## src/design/rsd_pkg.sv

```systemverilog
// shared types, state codes and decoder transition table for the step divider
`default_nettype none

package rsd_pkg;

	localparam int unsigned TickW  = 8;
	localparam int unsigned CountW = TickW + 1;
	localparam int unsigned DataW  = 8;

	typedef enum logic [6:0] {
		ST_START     = 7'b0000001,
		ST_CW_FINAL  = 7'b0000010,
		ST_CW_BEGIN  = 7'b0000100,
		ST_CW_NEXT   = 7'b0001000,
		ST_CCW_BEGIN = 7'b0010000,
		ST_CCW_FINAL = 7'b0100000,
		ST_CCW_NEXT  = 7'b1000000
	} dec_state_t;

	typedef struct packed {
		dec_state_t state;
		logic       cw;
		logic       ccw;
	} dec_next_t;

	typedef struct packed {
		logic valid;
		logic cw;
	} step_res_t;

	// sel is {a, b}; a detent is reported only on the return to 11 idle
	function automatic dec_next_t dec_next(dec_state_t st, logic [1:0] sel);
		dec_next_t n;
		n.state = ST_START;
		n.cw    = 1'b0;
		n.ccw   = 1'b0;
		case (st)
			ST_CW_FINAL: begin
				case (sel)
					2'b00:   n.state = ST_CW_NEXT;
					2'b01:   n.state = ST_START;
					2'b10:   n.state = ST_CW_FINAL;
					default: begin
						n.state = ST_START;
						n.cw    = 1'b1;
					end
				endcase
			end
			ST_CW_BEGIN: begin
				case (sel)
					2'b00:   n.state = ST_CW_NEXT;
					2'b01:   n.state = ST_CW_BEGIN;
					default: n.state = ST_START;
				endcase
			end
			ST_CW_NEXT: begin
				case (sel)
					2'b00:   n.state = ST_CW_NEXT;
					2'b01:   n.state = ST_CW_BEGIN;
					2'b10:   n.state = ST_CW_FINAL;
					default: n.state = ST_START;
				endcase
			end
			ST_CCW_BEGIN: begin
				case (sel)
					2'b00:   n.state = ST_CCW_NEXT;
					2'b10:   n.state = ST_CCW_BEGIN;
					default: n.state = ST_START;
				endcase
			end
			ST_CCW_FINAL: begin
				case (sel)
					2'b00:   n.state = ST_CCW_NEXT;
					2'b01:   n.state = ST_CCW_FINAL;
					2'b10:   n.state = ST_START;
					default: begin
						n.state = ST_START;
						n.ccw   = 1'b1;
					end
				endcase
			end
			ST_CCW_NEXT: begin
				case (sel)
					2'b00:   n.state = ST_CCW_NEXT;
					2'b01:   n.state = ST_CCW_FINAL;
					2'b10:   n.state = ST_CCW_BEGIN;
					default: n.state = ST_START;
				endcase
			end
			default: begin
				// start state, and any code that cannot be reached
				case (sel)
					2'b01:   n.state = ST_CW_BEGIN;
					2'b10:   n.state = ST_CCW_BEGIN;
					default: n.state = ST_START;
				endcase
			end
		endcase
		return n;
	endfunction

endpackage

`default_nettype wire

```

## src/design/rsd_core.sv

```systemverilog
// sample register, quadrature decoder and detent counter
`default_nettype none

module rsd_core (
	input  wire logic                      clk,
	input  wire logic                      arst_n,
	input  wire logic                      in_valid,
	output logic                           in_ready,
	input  wire logic                      in_a,
	input  wire logic                      in_b,
	input  wire logic                      cfg_we,
	input  wire logic [rsd_pkg::TickW-1:0] cfg_wdata,
	input  wire logic                      out_free,
	output rsd_pkg::step_res_t             res,
	output logic                           res_load
);

	logic                               valid_s1;
	logic                               a_s1;
	logic                               b_s1;
	logic                               adv;
	rsd_pkg::dec_state_t                state_q;
	logic signed [rsd_pkg::CountW-1:0]  cnt_q;
	logic [rsd_pkg::TickW-1:0]          ticks_q;
	rsd_pkg::dec_next_t                 nxt;
	logic signed [rsd_pkg::CountW-1:0]  base;
	logic signed [rsd_pkg::CountW-1:0]  cnt_new;
	logic [rsd_pkg::CountW-1:0]         mag;
	logic                               detent;
	logic                               emit;

	assign adv      = valid_s1 && out_free;
	assign in_ready = !valid_s1 || out_free;
	assign res_load = adv;

	always_ff @(posedge clk or negedge arst_n) begin
		if (!arst_n) begin
			valid_s1 <= 1'b0;
		end else if (in_ready) begin
			valid_s1 <= in_valid;
		end
	end

	always_ff @(posedge clk) begin
		if (in_ready && in_valid) begin
			a_s1 <= in_a;
			b_s1 <= in_b;
		end
	end

	always_comb begin
		nxt    = rsd_pkg::dec_next(state_q, {a_s1, b_s1});
		detent = nxt.cw || nxt.ccw;
		// a reversal drops whatever was counted the other way
		if (nxt.cw) begin
			base    = cnt_q[rsd_pkg::CountW-1] ? '0 : cnt_q;
			cnt_new = base + rsd_pkg::CountW'(1);
		end else begin
			base    = (cnt_q > 0) ? '0 : cnt_q;
			cnt_new = base - rsd_pkg::CountW'(1);
		end
		mag  = cnt_new[rsd_pkg::CountW-1] ? rsd_pkg::CountW'(-cnt_new)
		                                  : rsd_pkg::CountW'(cnt_new);
		// zero ticks behaves like one, since the magnitude is at least one
		emit = detent && (mag >= {1'b0, ticks_q});
		res.valid = emit;
		res.cw    = nxt.cw;
	end

	always_ff @(posedge clk or negedge arst_n) begin
		if (!arst_n) begin
			state_q <= rsd_pkg::ST_START;
			cnt_q   <= '0;
		end else if (adv) begin
			state_q <= nxt.state;
			if (emit) begin
				cnt_q <= '0;
			end else if (detent) begin
				cnt_q <= cnt_new;
			end
		end
	end

	always_ff @(posedge clk or negedge arst_n) begin
		if (!arst_n) begin
			ticks_q <= rsd_pkg::TickW'(1);
		end else if (cfg_we) begin
			ticks_q <= cfg_wdata;
		end
	end

	a_cnt_range: assert property (@(posedge clk) disable iff (!arst_n)
		cnt_q != {1'b1, {(rsd_pkg::CountW-1){1'b0}}})
		else $error("detent counter reached its negative limit");

	a_emit_clears: assert property (@(posedge clk) disable iff (!arst_n)
		(adv && emit) |=> (cnt_q == '0))
		else $error("counter not cleared after a step");

	a_stall_holds: assert property (@(posedge clk) disable iff (!arst_n)
		(valid_s1 && !out_free) |=> ($stable(state_q) && $stable(cnt_q)))
		else $error("decoder state moved while stalled");

	a_ready_cause: assert property (@(posedge clk) disable iff (!arst_n)
		!in_ready |-> (valid_s1 && !out_free))
		else $error("input stalled without a pending sample");

endmodule

`default_nettype wire

```

## src/design/rsd_out.sv

```systemverilog
// output register holding one step event until the receiver takes it
`default_nettype none

module rsd_out (
	input  wire logic               clk,
	input  wire logic               arst_n,
	input  wire logic               load,
	input  wire rsd_pkg::step_res_t res,
	output logic                    out_free,
	output logic                    out_valid,
	input  wire logic               out_ready,
	output logic                    out_cw
);

	logic valid_q;
	logic cw_q;

	assign out_free  = !valid_q || out_ready;
	assign out_valid = valid_q;
	assign out_cw    = cw_q;

	always_ff @(posedge clk or negedge arst_n) begin
		if (!arst_n) begin
			valid_q <= 1'b0;
		end else if (load) begin
			valid_q <= res.valid;
		end else if (out_ready) begin
			valid_q <= 1'b0;
		end
	end

	always_ff @(posedge clk) begin
		if (load && res.valid) begin
			cw_q <= res.cw;
		end
	end

endmodule

`default_nettype wire

```

## src/design/rotary_encoder_step_divider.sv

```systemverilog
// top level of the rotary encoder step divider
//
// s_* carries one sample of the encoder lines per request; a full-step
// decoder reports a detent when a complete sequence ends back at 11.
// Detents move a signed counter, cleared on reversal; when its magnitude
// reaches the programmed detents per step one step request with its direction
// leaves on m_* and the counter clears. Most samples produce no output request.
// The detents-per-step setting is written through cfg_we/cfg_wdata (0 acts as 1).
// A sample accepted into the sample register is decoded combinationally; its step
// request (if any) is loaded into the output register driving m_tvalid once free.
// One sample per cycle unless m_* stalls; the decoder/counter is a single stage.
// Reset (arst_n low) returns the decoder to its start state, clears the
// counter and the pending registers and sets detents per step to 1.
// When m_tready is low with a step pending, one more sample is held in the
// sample register and s_tready drops until the step is taken.
`default_nettype none

module rotary_encoder_step_divider (
	input  wire logic                      clk,
	input  wire logic                      arst_n,
	input  wire logic                      s_tvalid,
	output logic                           s_tready,
	input  wire logic [rsd_pkg::DataW-1:0] s_tdata,  // [0] line_a, [1] line_b
	output logic                           m_tvalid,
	input  wire logic                      m_tready,
	output logic [rsd_pkg::DataW-1:0]      m_tdata,  // [0] step_clockwise
	input  wire logic                      cfg_we,
	input  wire logic [rsd_pkg::TickW-1:0] cfg_wdata
);

	rsd_pkg::step_res_t res;
	logic               res_load;
	logic               out_free;
	logic               out_cw;

	rsd_core u_core (
		.clk       (clk),
		.arst_n    (arst_n),
		.in_valid  (s_tvalid),
		.in_ready  (s_tready),
		.in_a      (s_tdata[0]),
		.in_b      (s_tdata[1]),
		.cfg_we    (cfg_we),
		.cfg_wdata (cfg_wdata),
		.out_free  (out_free),
		.res       (res),
		.res_load  (res_load)
	);

	rsd_out u_out (
		.clk       (clk),
		.arst_n    (arst_n),
		.load      (res_load),
		.res       (res),
		.out_free  (out_free),
		.out_valid (m_tvalid),
		.out_ready (m_tready),
		.out_cw    (out_cw)
	);

	assign m_tdata = {{(rsd_pkg::DataW-1){1'b0}}, out_cw};

endmodule

`default_nettype wire
```

## config.mk

```make
export PLATFORM = sky130hd
export DESIGN_NAME = rotary_encoder_step_divider
export DESIGN_NICKNAME = d
export VERILOG_FILES = /design/src/design/rsd_pkg.sv /design/src/design/rsd_core.sv /design/src/design/rsd_out.sv /design/src/design/rotary_encoder_step_divider.sv
export SDC_FILE = /design/constraint.sdc
export NUM_CORES = 1
export LEC_CHECK = 0
export BUFFER_PORTS_ARGS = -buffer_cell sky130_fd_sc_hd__buf_2
export CAP_MARGIN = 5
export CELL_PAD_IN_SITES_DETAIL_PLACEMENT = 0
export CELL_PAD_IN_SITES_GLOBAL_PLACEMENT = 1
export CORE_UTILIZATION = 46
export CTS_CLUSTER_SIZE = 14
export DETAILED_ROUTE_END_ITERATION = 12
export PLACE_DENSITY = 0.91
export SYNTH_ARGS = -nofsm -noshare
export SYNTH_HDL_FRONTEND = slang
export SYNTH_HIERARCHICAL = 1
export SYNTH_SLANG_ARGS = --single-unit
```

## constraint.sdc

```tcl
create_clock -name clk -period 6.55 [get_ports clk]
set_clock_uncertainty 0.2 [all_clocks]
set_input_delay 0 -clock clk [delete_from_list [all_inputs] [get_ports clk]]
set_output_delay 0 -clock clk [all_outputs]
set_load 0.01 [all_outputs]
```

==> metrics.cfg <==
[run_status]
status = finished clean

[sta]
setup_violations = 0
rsz0062_at_grt = no
fmax_ghz = 0.2092
setup_tns_ns = 0
fin_crit_ns = 4.780
finalHoldViolCount = 0
slew_violations = 0
worst_slew_pin_slew_ns = 0.7845
slew_headroom_pct = 47.70
period_share_pct = 72.98

[detailed_routing]
wl_per_cell_um = 15.00
routed-via-count = 2245
detail-route-antenna-nets = 0
met1_length_mm = 2.784
top_layer_used = met4
drt-vias-per-instance = 5.557
drc_errors = 0
drt_wl_total_mm = 6.061
routed-wl-met2_mm = 3.001
drt_iter0_drc = 116
dr.pass1.iters = 4
dr_wl_met3_um = 166

[power]
power.total_w = 0.0005963
switchingPower_w = 0.0002144
p_leak_nw = 1.335
seq_power_share_pct = 39.4
combPwrFrac_pct = 33.7
intPower_w = 0.0003819
peakVddDrop_uv = 129.2
p_per_area_nw_per_um2 = 201.7
switching_share_pct = 35.95
p_clk_share_pct = 27.0

[layout]
layout_common_cells = nand2_1, dlygate4sd3_1, o21ai_0, dfrtp_1, nor2_1
final_layout_size_suffix_gt1_share_pct = 12.05
area_growth_pct = 13.50
final_common_cell = nand2_1
postLayoutCellArea_um2 = 2957
nNetsFinal = 370
diodes = 0

[grt]
grt_max_degree = 27
grt_pass1_vias = 2215
grt_pass1_wl_mm = 10.50
grt_use_total_pct = 22.06
antenna_found_initial = 0
grt-ovfl-total = 0

[floorplanning]
die-area_um2 = 5968
pin_count = 31
initial_core_util_pct = 47.60
chipWidth_um = 77.26
core_um2 = 5473
die_height_um = 77.26
rows = 27

[worst_setup_path]
crit_arrival_ns = 4.75
start_kind = flip-flop
cp_data_required_time_ns = 6.52
setup.worst_path.end_class = flip-flop
critical_path_class = flip-flop to flip-flop
critPathMaxFanout = 25

[cts]
cts_buffers = 5
clock_latency_ns = 0.29
clkTransAtPathRegs_ns = 0.07
cts_tree = done
cts_sinks = 29
cts_root_buf = clkbuf_8
cts_setup_buffers = 0
h-tree-depth = 2
max-clock-path-buffers = 2

[place]
io_buffers = 17
gp_congestion = 0.9047
dpl_cell_area_um2 = 2572
dp_hpwl_mm = 3.715

[logic_synthesis]
yosysWarnings = 6
syn_avg_cell_area_um2 = 8.541
yosysSeqAreaShare_pct = 28.53
synth_seq_cells = 29
syn_inst = 305
synth_edf_count = 3
synth_cell_types = 66
synthFlopType = dfrtp_1
syn-cell-area_um2 = 2605
synthArstFlopShare_pct = 89.66

[hold_path]
hp-class = input port to async pin

[job]
cap_violations = 0

## cell type report
cell class                      count  area, µm²
Clock inverter                      1      7.507
Fill cell                         513       2516
Inverter                           18      67.56
Tap cell                           72      90.09
Multi-Input combinational cell    231       1587
Clock buffer                        7      86.33
Sequential cell                    29      743.2
Timing Repair Buffer               46      375.4
## worst max-delay path: stages (launching register included)
cell and delay (ns):
dfrtp_1 0.85, nand2_1 0.12, ha_1 0.35, a31oi_1 0.21
a311oi_1 0.07, a211oi_2 0.40, nor3b_4 0.31, a21oi_1 0.12
xnor2_1 0.14, ha_1 0.28, a2111oi_0 0.53, nor2b_1 0.21
a221o_1 0.42, a211oi_2 0.12, and2_4 0.16, o21bai_1 0.15
## worst paths after layout
path | slack (ns) | endpoint | startpoint | depth (start not counted)
min in group clk | 0.23 | u_core/b_s1 | s_tdata[1] | 2
worst max register to register | 1.77 | u_out/out_valid | u_core/cnt_q[8] | 15
worst min register to register | 0.34 | u_core/state_q[0] | u_core/state_q[0] | 2
worst max-delay path | 1.77 | u_out/out_valid | u_core/cnt_q[8] | 15
worst min-delay path | 0.06 | u_core/ticks_q[1] | arst_n | 2
max in group asynchronous | 5.69 | u_core/state_q[1] | arst_n | 2
## Yosys cell counts, drive strengths merged, types with 7 or more instances
cell type | n | area share (%)
nor2 | 19 | 2.7
inv | 18 | 2.6
nand2 | 34 | 4.9
a21oi | 15 | 2.9
buf | 25 | 7.3
xor2 | 9 | 3.0
nor4 | 7 | 2.3
ha | 18 | 8.6
nand2b | 7 | 2.0
o21ai | 27 | 5.2
dfrtp | 24 | 23
clkbuf | 8 | 1.5
nand4 | 8 | 2.7
## power by group through the flow
| stage | registers [W] | logic (W) | clock network, W |
|---|---|---|---|
| CTS | 0.000234 | 0.000197 | 0.000166 |
| detailed placement | 0.000238 | 0.000181 | 0 |
| finish | 0.000235 | 0.000201 | 0.000161 |
| floorplan | 0.000214 | 0.000180 | 0 |
| global route | 0.000238 | 0.000227 | 0.000174 |
| global placement | 0.000237 | 0.000177 | 0 |
## stage by stage
stage               utilization [%]  setup slack [ns]  cells  hold slack (ns)
finish                        54.02             1.770    404          0.06131
global route                  54.02             1.326    404           0.1274
CTS                           54.02             1.783    404          0.07277
detailed placement            47.01             1.820    367          -0.1493
global placement              47.01             1.919    367          -0.1560
floorplan                         -             2.457    311          -0.4956
## registers in the layout, indices dropped and copies added, names as in the netlist
signal           flops
u_core/state_q       7
u_out/out_cw         1
u_core/valid_s1      1
u_core/b_s1          1
u_core/ticks_q       8
u_core/cnt_q         9
u_core/a_s1          1
u_out/out_valid      1
## kinds of logic after synthesis
group / Yosys count / share of synthesized area [%]
compound gates: 81 / 20.41
mux: 5 / 1.969
flops: 29 / 28.53
simple gates: 106 / 24.16
buf+inv: 51 / 11.43
xor+xnor: 14 / 4.707
other cells: 1 / 0.1440
fa+ha+maj: 18 / 8.646
## per-layer routing
| metal | vias up | track usage [%] |
|---|---|---|
| met1 | 1071 | 27.95 |
| li1 | 1125 | - |
| met2 | 39 | 37.96 |
| met4 | 0 | 6.604 |
| met3 | 10 | 3.810 |
| met5 | - | 0 |
## repair_timing
| action | in CTS | in global routing |
|---|---|---|
| hold endpoints to repair | 40 | 0 |
| hold buffers | 29 | 0 |
| resized for setup | 0 | 0 |
Power figures use the tool's default switching activity.
